**config.mk**
```make
export PLATFORM = sky130hd
export DESIGN_NAME = multi_key_debounce_scanner
export DESIGN_NICKNAME = d
export VERILOG_FILES = /design/src/design/mkds_pkg.sv /design/src/design/mkds_ctrl.sv /design/src/design/mkds_datapath.sv /design/src/design/multi_key_debounce_scanner.sv
export SDC_FILE = /design/constraint.sdc
export NUM_CORES = 1
export LEC_CHECK = 0
export BUFFER_PORTS_ARGS = -buffer_cell sky130_fd_sc_hd__buf_2
export CAP_MARGIN = 20
export CORE_MARGIN = 5
export CORE_UTILIZATION = 46
export CTS_BUF_LIST = sky130_fd_sc_hd__clkbuf_4 sky130_fd_sc_hd__clkbuf_8
export CTS_CLUSTER_SIZE = 14
export DETAILED_ROUTE_END_ITERATION = 6
export PLACE_DENSITY = 0.76
export SETUP_SLACK_MARGIN = 0.4
export SLEW_MARGIN = 20
export SYNTH_ARGS = -nofsm -noshare
export SYNTH_HDL_FRONTEND = slang
export SYNTH_HIERARCHICAL = 1
export SYNTH_SLANG_ARGS = --single-unit
export TNS_END_PERCENT = 1
```
**constraint.sdc**
```tcl
create_clock -name i_clk -period 5.9 [get_ports i_clk]
set_input_delay 0.295 -clock i_clk [delete_from_list [all_inputs] [get_ports i_clk]]
set_output_delay 0.295 -clock i_clk [all_outputs]
set_load 0.02 [all_outputs]
```
**src/design/mkds_pkg.sv**
```systemverilog
// Shared types, codes and constants of the multi-key debounce scanner.
`timescale 1ns / 1ps

package mkds_pkg;

    localparam int NUM_KEYS_DEF = 16;  // default number of key lines
    localparam int KEY_SLOTS    = 16;  // keys that pin_levels can carry

    localparam int PIN_W   = 16;
    localparam int QKEY_W  = 4;
    localparam int CNT_W   = 8;
    localparam int ACT_W   = 5;
    localparam int CFG_IDX_W  = 2;
    localparam int CFG_DATA_W = 16;
    localparam int IN_DATA_W  = 24;
    localparam int OUT_DATA_W = 8;

    // Input opcodes carried in s_axis_tuser
    localparam logic OP_SCAN  = 1'b0;
    localparam logic OP_QUERY = 1'b1;

    // Result kinds carried in m_axis_tuser
    localparam logic KIND_EVENT = 1'b0;
    localparam logic KIND_QUERY = 1'b1;

    // Configuration register indexes
    typedef enum logic [CFG_IDX_W-1:0] {
        CFG_DEBOUNCE = 2'd0,
        CFG_ACTIVE   = 2'd1,
        CFG_INVERT   = 2'd2
    } t_cfg_idx;

    typedef enum logic [3:0] {
        ST_IDLE  = 4'b0001,
        ST_SCAN  = 4'b0010,
        ST_FLUSH = 4'b0100,
        ST_QUERY = 4'b1000
    } t_state;

    // Controller to datapath
    typedef struct packed {
        logic accept;      // latch the request, restart the key walk
        logic step;        // commit the current key and advance
        logic sel_query;   // read the stable level at the query index
        logic emit_query;  // load the output with the query answer
        logic emit_last;   // load the output with the held event, marked last
    } t_cmd;

    // Datapath to controller
    typedef struct packed {
        logic scan_done;
        logic key_event;
        logic pend_valid;
        logic out_free;
    } t_status;

endpackage

```
**src/design/mkds_ctrl.sv**
```systemverilog
// Controller state machine of the debounce scanner: sequences the key walk and the output loads.
`timescale 1ns / 1ps

module mkds_ctrl (
    input  logic              i_clk,
    input  logic              i_rst_n,
    input  logic              i_in_valid,
    input  logic              i_in_query,
    output logic              o_in_ready,
    input  mkds_pkg::t_status i_status,
    output mkds_pkg::t_cmd    o_cmd
);

    mkds_pkg::t_state r_state;
    mkds_pkg::t_state n_state;

    always_ff @(posedge i_clk) begin
        if (!i_rst_n) begin
            r_state <= mkds_pkg::ST_IDLE;
        end else begin
            r_state <= n_state;
        end
    end

    always_comb begin
        n_state    = r_state;
        o_cmd      = '0;
        o_in_ready = 1'b0;
        unique case (r_state)
            mkds_pkg::ST_IDLE: begin
                o_in_ready = 1'b1;
                if (i_in_valid) begin
                    o_cmd.accept = 1'b1;
                    n_state = (i_in_query == mkds_pkg::OP_QUERY) ? mkds_pkg::ST_QUERY
                                                                 : mkds_pkg::ST_SCAN;
                end
            end
            mkds_pkg::ST_SCAN: begin
                if (i_status.scan_done) begin
                    n_state = mkds_pkg::ST_FLUSH;
                end else if (!(i_status.key_event && i_status.pend_valid &&
                               !i_status.out_free)) begin
                    // a new event pushes the held one out; hold while that push is due and the output is full
                    o_cmd.step = 1'b1;
                end
            end
            mkds_pkg::ST_FLUSH: begin
                if (!i_status.pend_valid) begin
                    n_state = mkds_pkg::ST_IDLE;
                end else if (i_status.out_free) begin
                    o_cmd.emit_last = 1'b1;
                    n_state = mkds_pkg::ST_IDLE;
                end
            end
            mkds_pkg::ST_QUERY: begin
                o_cmd.sel_query = 1'b1;
                if (i_status.out_free) begin
                    o_cmd.emit_query = 1'b1;
                    n_state = mkds_pkg::ST_IDLE;
                end
            end
            default: begin
                n_state = mkds_pkg::ST_IDLE;
            end
        endcase
    end

endmodule

```
**src/design/mkds_datapath.sv**
```systemverilog
// Datapath of the debounce scanner: per-key counters and levels, held event, output register.
`timescale 1ns / 1ps

module mkds_datapath #(
    parameter int NUM_KEYS = mkds_pkg::NUM_KEYS_DEF
) (
    input  logic                              i_clk,
    input  logic                              i_rst_n,
    // configuration writes
    input  logic                              i_cfg_we,
    input  logic [mkds_pkg::CFG_IDX_W-1:0]    i_cfg_index,
    input  logic [mkds_pkg::CFG_DATA_W-1:0]   i_cfg_data,
    // request fields
    input  logic [mkds_pkg::PIN_W-1:0]        i_pins,
    input  logic [mkds_pkg::QKEY_W-1:0]       i_qkey,
    input  mkds_pkg::t_cmd                    i_cmd,
    output mkds_pkg::t_status                 o_status,
    // result register
    input  logic                              i_out_ready,
    output logic                              o_out_valid,
    output logic                              o_out_kind,
    output logic [mkds_pkg::QKEY_W-1:0]       o_out_key,
    output logic                              o_out_level,
    output logic                              o_out_pressed,
    output logic                              o_out_last
);

    localparam int SLOTS = (NUM_KEYS < mkds_pkg::KEY_SLOTS) ? NUM_KEYS : mkds_pkg::KEY_SLOTS;
    localparam int IW    = (SLOTS > 1) ? $clog2(SLOTS) : 1;
    localparam int KW    = mkds_pkg::QKEY_W + 3;  // wide enough to hold NUM_KEYS

    // configuration
    logic [mkds_pkg::CNT_W-1:0]      r_debounce;
    logic [mkds_pkg::ACT_W-1:0]      r_active;
    logic [mkds_pkg::PIN_W-1:0]      r_invert;

    // request and walk
    logic [mkds_pkg::PIN_W-1:0]      r_pins;
    logic [mkds_pkg::QKEY_W-1:0]     r_qkey;
    logic [mkds_pkg::ACT_W-1:0]      r_idx;
    logic [mkds_pkg::ACT_W-1:0]      r_limit;

    // per-key state
    logic                            r_stable [SLOTS];
    logic [mkds_pkg::CNT_W-1:0]      r_cnt    [SLOTS];

    // held event
    logic                            r_pend_valid;
    logic [mkds_pkg::QKEY_W-1:0]     r_pend_key;
    logic                            r_pend_level;

    // output register
    logic                            r_out_valid;
    logic                            r_out_kind;
    logic [mkds_pkg::QKEY_W-1:0]     r_out_key;
    logic                            r_out_level;
    logic                            r_out_pressed;
    logic                            r_out_last;

    logic [IW-1:0]                   rd_idx;
    logic                            rd_stable;
    logic [mkds_pkg::CNT_W-1:0]      cnt_cur;
    logic [mkds_pkg::CNT_W-1:0]      cnt_inc;
    logic                            sample;
    logic                            differ;
    logic                            key_event;
    logic                            out_free;
    logic                            query_level;
    logic [mkds_pkg::QKEY_W-1:0]     cur_key;
    logic [mkds_pkg::ACT_W-1:0]      limit_now;

    assign rd_idx    = i_cmd.sel_query ? r_qkey[IW-1:0] : r_idx[IW-1:0];
    assign rd_stable = r_stable[rd_idx];
    assign cnt_cur   = r_cnt[r_idx[IW-1:0]];
    assign cur_key   = r_idx[mkds_pkg::QKEY_W-1:0];
    assign sample    = r_pins[cur_key];
    assign differ    = (sample != rd_stable);
    assign cnt_inc   = (cnt_cur == {mkds_pkg::CNT_W{1'b1}}) ? cnt_cur
                                                            : cnt_cur + 1'b1;
    assign key_event = differ && (cnt_inc >= r_debounce);
    assign out_free  = !r_out_valid || i_out_ready;
    assign limit_now = (r_active > mkds_pkg::ACT_W'(SLOTS)) ? mkds_pkg::ACT_W'(SLOTS)
                                                           : r_active;
    // keys beyond the configured lines answer idle high
    assign query_level = (KW'(r_qkey) < KW'(NUM_KEYS)) ? rd_stable : 1'b1;

    assign o_status.scan_done  = (r_idx >= r_limit);
    assign o_status.key_event  = key_event;
    assign o_status.pend_valid = r_pend_valid;
    assign o_status.out_free   = out_free;

    // configuration registers
    always_ff @(posedge i_clk) begin
        if (!i_rst_n) begin
            r_debounce <= mkds_pkg::CNT_W'(3);
            r_active   <= mkds_pkg::ACT_W'(16);
            r_invert   <= '0;
        end else if (i_cfg_we) begin
            unique case (i_cfg_index)
                mkds_pkg::CFG_DEBOUNCE: r_debounce <= i_cfg_data[mkds_pkg::CNT_W-1:0];
                mkds_pkg::CFG_ACTIVE:   r_active   <= i_cfg_data[mkds_pkg::ACT_W-1:0];
                mkds_pkg::CFG_INVERT:   r_invert   <= i_cfg_data;
                default: begin
                end
            endcase
        end
    end

    // request latch and key walk
    always_ff @(posedge i_clk) begin
        if (i_cmd.accept) begin
            r_pins  <= i_pins;
            r_qkey  <= i_qkey;
            r_limit <= limit_now;
        end
    end

    always_ff @(posedge i_clk) begin
        if (!i_rst_n) begin
            r_idx <= '0;
        end else if (i_cmd.accept) begin
            r_idx <= '0;
        end else if (i_cmd.step) begin
            r_idx <= r_idx + 1'b1;
        end
    end

    // per-key counters and stable levels
    always_ff @(posedge i_clk) begin
        if (!i_rst_n) begin
            for (int k = 0; k < SLOTS; k++) begin
                r_stable[k] <= 1'b1;
                r_cnt[k]    <= '0;
            end
        end else if (i_cmd.step) begin
            if (differ) begin
                r_cnt[r_idx[IW-1:0]] <= cnt_inc;
                if (key_event) begin
                    r_stable[r_idx[IW-1:0]] <= sample;
                end
            end else begin
                r_cnt[r_idx[IW-1:0]] <= '0;
            end
        end
    end

    // held event: kept back until the next one or the end of the walk decides last
    always_ff @(posedge i_clk) begin
        if (!i_rst_n) begin
            r_pend_valid <= 1'b0;
        end else if (i_cmd.step && key_event) begin
            r_pend_valid <= 1'b1;
        end else if (i_cmd.emit_last) begin
            r_pend_valid <= 1'b0;
        end
    end

    always_ff @(posedge i_clk) begin
        if (i_cmd.step && key_event) begin
            r_pend_key   <= cur_key;
            r_pend_level <= sample;
        end
    end

    // output register
    logic out_load_ev;
    assign out_load_ev = (i_cmd.step && key_event && r_pend_valid) || i_cmd.emit_last;

    always_ff @(posedge i_clk) begin
        if (!i_rst_n) begin
            r_out_valid <= 1'b0;
        end else if (out_load_ev || i_cmd.emit_query) begin
            r_out_valid <= 1'b1;
        end else if (i_out_ready) begin
            r_out_valid <= 1'b0;
        end
    end

    always_ff @(posedge i_clk) begin
        if (i_cmd.emit_query) begin
            r_out_kind    <= mkds_pkg::KIND_QUERY;
            r_out_key     <= r_qkey;
            r_out_level   <= query_level;
            r_out_pressed <= (query_level == r_invert[r_qkey]);
            r_out_last    <= 1'b1;
        end else if (out_load_ev) begin
            r_out_kind    <= mkds_pkg::KIND_EVENT;
            r_out_key     <= r_pend_key;
            r_out_level   <= r_pend_level;
            r_out_pressed <= (r_pend_level == r_invert[r_pend_key]);
            r_out_last    <= i_cmd.emit_last;
        end
    end

    assign o_out_valid   = r_out_valid;
    assign o_out_kind    = r_out_kind;
    assign o_out_key     = r_out_key;
    assign o_out_level   = r_out_level;
    assign o_out_pressed = r_out_pressed;
    assign o_out_last    = r_out_last;

endmodule

```
**src/design/multi_key_debounce_scanner.sv**
```systemverilog
// Top level of the multi-key debounce scanner: stream ports, config port, controller and datapath.
`timescale 1ns / 1ps

// Usage:
//   s_axis carries one request: tuser = opcode (scan or query), tdata holds the
//   pin samples and the query index. A scan walks the active keys one per cycle,
//   updates each key's counter and stable level, and sends one event per key
//   whose level changed, in ascending key order; tlast marks the final event.
//   A scan that changes nothing sends no result. A query sends one answer with
//   tlast set.
//   Flow: a request is taken only in the idle state; the per-key walk reads
//   and writes one counter per cycle while it does not hold. Each event is
//   held until the next one is found and then leaves without tlast; the
//   final one leaves with tlast once the walk ends and the flush state loads
//   it into the output register.
//   A result waits in the output register while m_axis_tready is low; the walk
//   holds only when a second event is due and that register is still full, and
//   a query answer or the final event waits for that register to free up.
//   The config port is always ready; the user writes it only while the block idles (not enforced).
//   Reset (synchronous, active low) sets every stable level high, clears all
//   counters and loads the register defaults; no result is pending afterwards.
module multi_key_debounce_scanner #(
    parameter int NUM_KEYS = mkds_pkg::NUM_KEYS_DEF
) (
    input  logic                              i_clk,
    input  logic                              i_rst_n,
    // config write channel
    input  logic                              i_cfg_valid,
    output logic                              o_cfg_ready,
    input  logic [mkds_pkg::CFG_IDX_W-1:0]    i_cfg_index,
    input  logic [mkds_pkg::CFG_DATA_W-1:0]   i_cfg_data,
    // request stream
    input  logic                              s_axis_tvalid,
    output logic                              s_axis_tready,
    input  logic [mkds_pkg::IN_DATA_W-1:0]    s_axis_tdata,   // pin_levels[15:0], query_key[19:16]
    input  logic [0:0]                        s_axis_tuser,   // opcode
    // result stream
    output logic                              m_axis_tvalid,
    input  logic                              m_axis_tready,
    output logic [mkds_pkg::OUT_DATA_W-1:0]   m_axis_tdata,   // key_index[3:0], level[4], pressed[5]
    output logic [0:0]                        m_axis_tuser,   // result_kind
    output logic                              m_axis_tlast
);

    mkds_pkg::t_cmd                cmd;
    mkds_pkg::t_status             status;
    logic [mkds_pkg::QKEY_W-1:0]   out_key;
    logic                          out_level;
    logic                          out_pressed;
    logic                          out_kind;

    assign o_cfg_ready = 1'b1;

    mkds_ctrl u_ctrl (
        .i_clk      (i_clk),
        .i_rst_n    (i_rst_n),
        .i_in_valid (s_axis_tvalid),
        .i_in_query (s_axis_tuser[0]),
        .o_in_ready (s_axis_tready),
        .i_status   (status),
        .o_cmd      (cmd)
    );

    mkds_datapath #(
        .NUM_KEYS (NUM_KEYS)
    ) u_datapath (
        .i_clk         (i_clk),
        .i_rst_n       (i_rst_n),
        .i_cfg_we      (i_cfg_valid),
        .i_cfg_index   (i_cfg_index),
        .i_cfg_data    (i_cfg_data),
        .i_pins        (s_axis_tdata[mkds_pkg::PIN_W-1:0]),
        .i_qkey        (s_axis_tdata[mkds_pkg::PIN_W +: mkds_pkg::QKEY_W]),
        .i_cmd         (cmd),
        .o_status      (status),
        .i_out_ready   (m_axis_tready),
        .o_out_valid   (m_axis_tvalid),
        .o_out_kind    (out_kind),
        .o_out_key     (out_key),
        .o_out_level   (out_level),
        .o_out_pressed (out_pressed),
        .o_out_last    (m_axis_tlast)
    );

    assign m_axis_tdata = {2'b00, out_pressed, out_level, out_key};
    assign m_axis_tuser = out_kind;

endmodule

```
### After elaboration in Yosys (flattened, before gate mapping)

Memories as Yosys holds them, arrays and structs flattened. A register that Yosys moved wholly into a read port is not among the register bits.
Cells that the tools add are included.

| cells by class | value |
|---|---|
| reduce and logical (&&, ||, !) cells | 21 |
| bitwise logic cells | 2 |
| add/sub/neg operators | 2 |
| $lt $le $gt $ge | 6 |
| equal/unequal tests | 12 |
| multiplexer cells | 57 |

Operators with widths:

| cell | number |
|---|---|
| 4-bit 2-to-1 mux | 12 |
| 1-bit 2-to-1 mux | 37 |
| 8-bit 2-to-1 mux | 3 |
| 4-bit case mux with 4 select lines | 1 |
| 4-bit by 5-bit < comparator with 1-bit output, second input constant | 3 |
| 1-bit binary-select mux with 4-bit select | 3 |
| 8-bit by 1-bit adder with 8-bit output, second input constant | 1 |
| 8-bit == test, second input constant | 1 |
| 8-bit >= comparator | 1 |
| 2-bit AND reduction | 4 |
| 8-bit OR reduction | 1 |
| 2-bit nonzero test | 3 |
| 5-bit by 1-bit adder with 5-bit output, second input constant | 1 |
| 5-bit >= comparator | 1 |
| 5-bit greater-than comparator, second input constant | 1 |
| 1-bit logical AND | 5 |
| 4-bit by 1-bit == test with 1-bit output, second input constant | 1 |
| 4-bit by 2-bit == test with 1-bit output, second input constant | 1 |
| 4-bit by 3-bit == test with 1-bit output, second input constant | 1 |
| 4-bit == test, second input constant | 1 |
| 2-bit != test, second input constant | 2 |
| 1-bit logical OR | 3 |
| 1-bit == test | 2 |
| 2-bit by 1-bit == test with 1-bit output, second input constant | 1 |
| 9 further kinds | 10 |

| storage, ports and cells | value |
|---|---|
| flip-flop bits (word level) | 78 |
| bits in writable memories | 144 |
| input port bits | 48 |
| memories kept | 2 |
| output and inout bits | 13 |
| logic and storage cells | 119 |

Memory list:

| name | words | width | read ports | clocked after memory_dff | wr ports | line | RTL |
|---|---|---|---|---|---|---|---|
| u_datapath.r_cnt | 16 | 8 | 1 | 1 | 16 | mkds_datapath.sv:45 | `logic [mkds_pkg::CNT_W-1:0] r_cnt [SLOTS];` |
| u_datapath.r_stable | 16 | 1 | 1 | 0 | 16 | mkds_datapath.sv:44 | `logic r_stable [SLOTS];` |

### Longest topological paths before layout

An unclocked memory read counts as a cell.

| logic depth | value |
|---|---|
| depth in word-level cells | 19 |
| gate-level depth with buffers | 29 |
| gate-level depth less buffers | 22 |

### Hierarchy

Netlist, hierarchy kept.

By module, submodules not included:

| module | area an instance (sq um) | sequential area each (sq um) | cells an instance | times used |
|---|---|---|---|---|
| mkds_datapath | 10590.2 | 6246.0 | 835 | 1 |
| mkds_ctrl | 315.3 | 80.1 | 38 | 1 |
| multi_key_debounce_scanner | 45.0 | 0.0 | 7 | 1 |

### Least setup slack after synthesis

Ideal clock, no wire load.

| timing | value |
|---|---|
| path type | flip-flop to flip-flop |
| from | reg with a tool-made name |
| to | reg u_datapath.r_out_key (netlist bit u_datapath/o_out_key[0]), enable pin |
| slack | 292 ps |
| stages on the path, launching flop included | 24 |
| library setup time | 377 ps |
| data arrival time | 5231 ps |
| buffers on the path | 6 |
| clock period less this slack | 5608 ps |
| cells stage by stage | dfxtp_1 -> buf_6 -> buf_12 -> buf_12 -> mux4_2 -> mux4_2 -> ha_1 -> o21ai_0 -> or3_1 -> mux2i_2 -> buf_4 -> inv_2 -> ha_1 -> a21o_1 -> a21o_1 -> a21oi_1 -> o21ai_0 -> o211ai_1 -> inv_2 -> buf_4 -> a21oi_1 -> buf_1 -> nand2_1 -> o21ai_0 |

RTL lines:

| item | line | RTL |
|---|---|---|
| end signal, assigned | mkds_datapath.sv:182 | `r_out_key <= r_qkey;` |
| end signal, assigned | mkds_datapath.sv:188 | `r_out_key <= r_pend_key;` |
| end, declared | mkds_datapath.sv:55 | `logic [mkds_pkg::QKEY_W-1:0] r_out_key;` |

==> results_dict.tcl <==
set metrics [dict create \
    seq_area_sq_um 6330 \
    cts_sinks 226 \
    dieWidth_um 164 \
    synth_adder_area_share_pct 2.06 \
    fin_skew_ns 0.0373 \
    via_per_inst 5.59 \
    grt_pass1_vias 7350 \
    p_sw_uw 768 \
    fin_hold_ws_ns 0.0262 \
    start_util_pct 46.7 \
    p_leak_nw 4.49 \
    drive_gt1_share_pct 24.8 \
    max_cap_viol_count 0 \
    crit_path_end_kind "register" \
    wl_met2_mm 12.3 \
    pin_count 61 \
    p_seq_share_pct 53.7 \
    clk_pin_slew_ns 0.06 \
    rrSetupSlack_ns 0.59 \
    internal_power_mw 2.59 \
    wire_per_inst_um 19.2 \
    wl_met3_mm 2.18 \
    period_share_pct 90.0 \
    fmax_ghz 0.188 \
    seq_area_frac_synth_pct 57.8 \
    synth-simple-area-share_pct 15.2 \
    pwr-share-comb_pct 7.0 \
    clockBufferDepth 3 \
    yosys.area.top_type "edfxtp_1" \
    ys_types 70 \
    crit_fanout 20 \
    grt.overflow.total 0 \
    synth.top_cell.area_share_pct 49.4 \
    ys_warn_count 6 \
    die-area_sq_um 27000 \
    drtAntennaViolNets 0 \
    setup_violations 0 \
    multiInputGateArea_sq_um 4300 \
    ys_ff_latch 226 \
    synth_compound_area_share_pct 6.76 \
    grt_pass1_wl_mm 39.6 \
    antenna_cells 0 \
    nets 1032 \
    worst_pin_slew_ns 0.755 \
    crit_type "reg2reg" \
    rsz0062_at_grt "true" \
    synth-async-reset-ratio_pct 0 \
    fillers 1916 \
    finalCriticalPeriod_ns 5.31 \
    die_h_um 164 \
    slew_headroom_pct 49.7 \
    cts-root-buf "clkbuf_8" \
    numCtsBuffers 37 \
    finalHoldViolCount 0 \
    cts_max_level 2 \
    antenna_found_initial 0 \
    setup_tns_ns 0 \
    synth_xor_area_share_pct 0.788 \
    grt_max_degree 73 \
    drt_iter0_drc 926 \
    final_max_slew_viol_count 0 \
    switching_share_pct 22.9 \
    syn_inst 880 \
    core_sq_um 23500 \
    vias 7318 \
    port_buffers 53 \
    muxShareOfSynthArea_pct 13.0 \
    p_clk_share_pct 39.3 \
    drc 0 \
    cts_tree "built" \
    row_count 56 \
    netlist_top_cells_area "edfxtp_1 (49%), dfxtp_1 (8.4%), mux4_2 (6.8%)" \
    grtUsageTotal_pct 18.9 \
    vdd_drop_max_v 0.000204 \
    clock_latency_ns 0.53 \
    status "completed" \
    p_per_area_nw_per_um2 267 \
    critPathLaunchType "register" \
    highest_layer "met4" \
    dp_hpwl_mm 16.7 \
    required_ns 6.15 \
    arrival_ns 5.56 \
    synth-edff-count 180 \
    place_congestion 0.854 \
    drt_first_pass_iters 6 \
    synth_top_family_by_area "simple AND/OR/NAND/NOR gates" \
    hold_class "in2reg" \
    synth_flop_cell "edfxtp_1" \
    avgSynthCellArea_sq_um 12.4 \
    syn_to_final_growth_pct 14.9 \
    drt-total-wl_mm 25.1 \
    netlist_area_sq_um 11000 \
    wl_met1_mm 9.75 \
]
## metrics by stage
step           power (mW)  setup WS (ns)  utilization (%)  instance area [sq um]  instances
2_1_floorplan        1.98          0.458                -                  11000        881
3_3_place_gp         2.04          0.352             48.8                  11500       1219
3_5_place_dp         2.05          0.202             48.8                  11500       1219
4_1_cts              3.38          0.259             53.0                  12400       1307
5_1_grt              3.49          0.323             53.6                  12600       1309
6_report             3.36          0.590             53.6                  12600       1309
## path summary, 6_finish.rpt
check,start,to,cells past startpoint
setup reg to reg,register,u_datapath/r_cnt[11][3],20
setup / recovery,register,u_datapath/r_cnt[11][3],20
hold reg to reg,u_datapath/r_invert[7],u_datapath/r_invert[7],2
hold / removal,i_cfg_data[11],u_datapath/r_invert[11],3
## what timing repair did
item,in CTS,in global routing
hold buffers,25,0
pin swaps,0,2
endpoints found under the hold margin,25,0
setup endpoints to repair,198,290
cloned,0,0
resized for setup,7,34
setup buffers,0,1
## cell usage after synthesis (11+ instances only)
cell      number
edfxtp_1     180
nor2_1       150
nand2_1       86
dfxtp_1       46
o21ai_0       34
mux4_2        33
mux2i_1       31
clkbuf_1      25
nor2b_1       24
inv_1         22
nand3_1       20
ha_1          18
a21boi_0      17
or3_1         15
a21oi_1       14
buf_2         11
buf_4         11
## sequential cells by signal, indices dropped and copies added (netlist names), 4 cells and up, named ones only
register	flops
u_datapath/o_out_key	4
u_datapath/r_cnt	128
u_datapath/r_qkey	4
u_datapath/r_limit	5
u_datapath/r_idx	5
u_ctrl/r_state	4
u_datapath/r_stable	16
u_datapath/r_pend_key	4
u_datapath/r_pins	16
u_datapath/r_invert	16
u_datapath/r_debounce	8
u_datapath/r_active	5
## power groups by stage
stage	Combinational, mW	Sequential, mW	Clock [mW]
2_1_floorplan	0.144	1.83	0
3_3_place_gp	0.207	1.83	0
3_5_place_dp	0.213	1.84	0
4_1_cts	0.228	1.80	1.34
5_1_grt	0.254	1.81	1.42
6_report	0.234	1.80	1.32
## routing by layer
metal / vias to the layer above / GRT usage [%]
met5: - / 0
met4: 0 / 6.56
met3: 66 / 3.79
met2: 352 / 31.7
met1: 3531 / 24.6
li1: 3369 / -
## cell families after synthesis
family	Yosys count
AO/OA/AOI/OAI	110
XOR/XNOR	9
adder cells (fa/ha/maj)	18
buffers and inverters	86
flip-flops	226
multiplexers	84
other	2
AND/OR/NAND/NOR	345
## cell type report
cell class,count,share of cell area (%)
Clock buffer,50,4.92
Inverter,26,0.776
Sequential cell,226,50.3
Clock inverter,13,0.646
Multi-Input combinational cell,569,34.2
Timing Repair Buffer,106,6.03
Tap cell,319,3.17
## critical path: stages (launching register included)
cell	delay, ns
dfxtp_2	0.37
buf_12	0.20
mux4_2	0.57
mux4_2	0.56
ha_1	0.26
o21ai_0	0.16
o21ai_0	0.14
mux2i_1	0.31
inv_1	0.09
ha_1	0.30
a2111oi_0	0.41
o21ai_0	0.18
o211ai_1	0.19
inv_2	0.12
a21oi_4	0.20
nand2_1	0.11
nor2b_1	0.17
mux2i_2	0.11
buf_4	0.24
nand3_2	0.23
nor2_1	0.07
## layout by cell type (no fill, tap or decap), types with 16 or more instances in the layout
cell / instances
edfxtp_1: 180
nor2_1: 146
nand2_1: 70
buf_2: 53
dfxtp_1: 44
clkbuf_8: 39
o21ai_0: 33
mux4_2: 33
mux2i_1: 31
dlygate4sd3_1: 25
buf_4: 25
nor2b_1: 24
inv_1: 22
ha_1: 18
a21boi_0: 17
nand2_2: 16
Power figures use the tool's default switching activity.
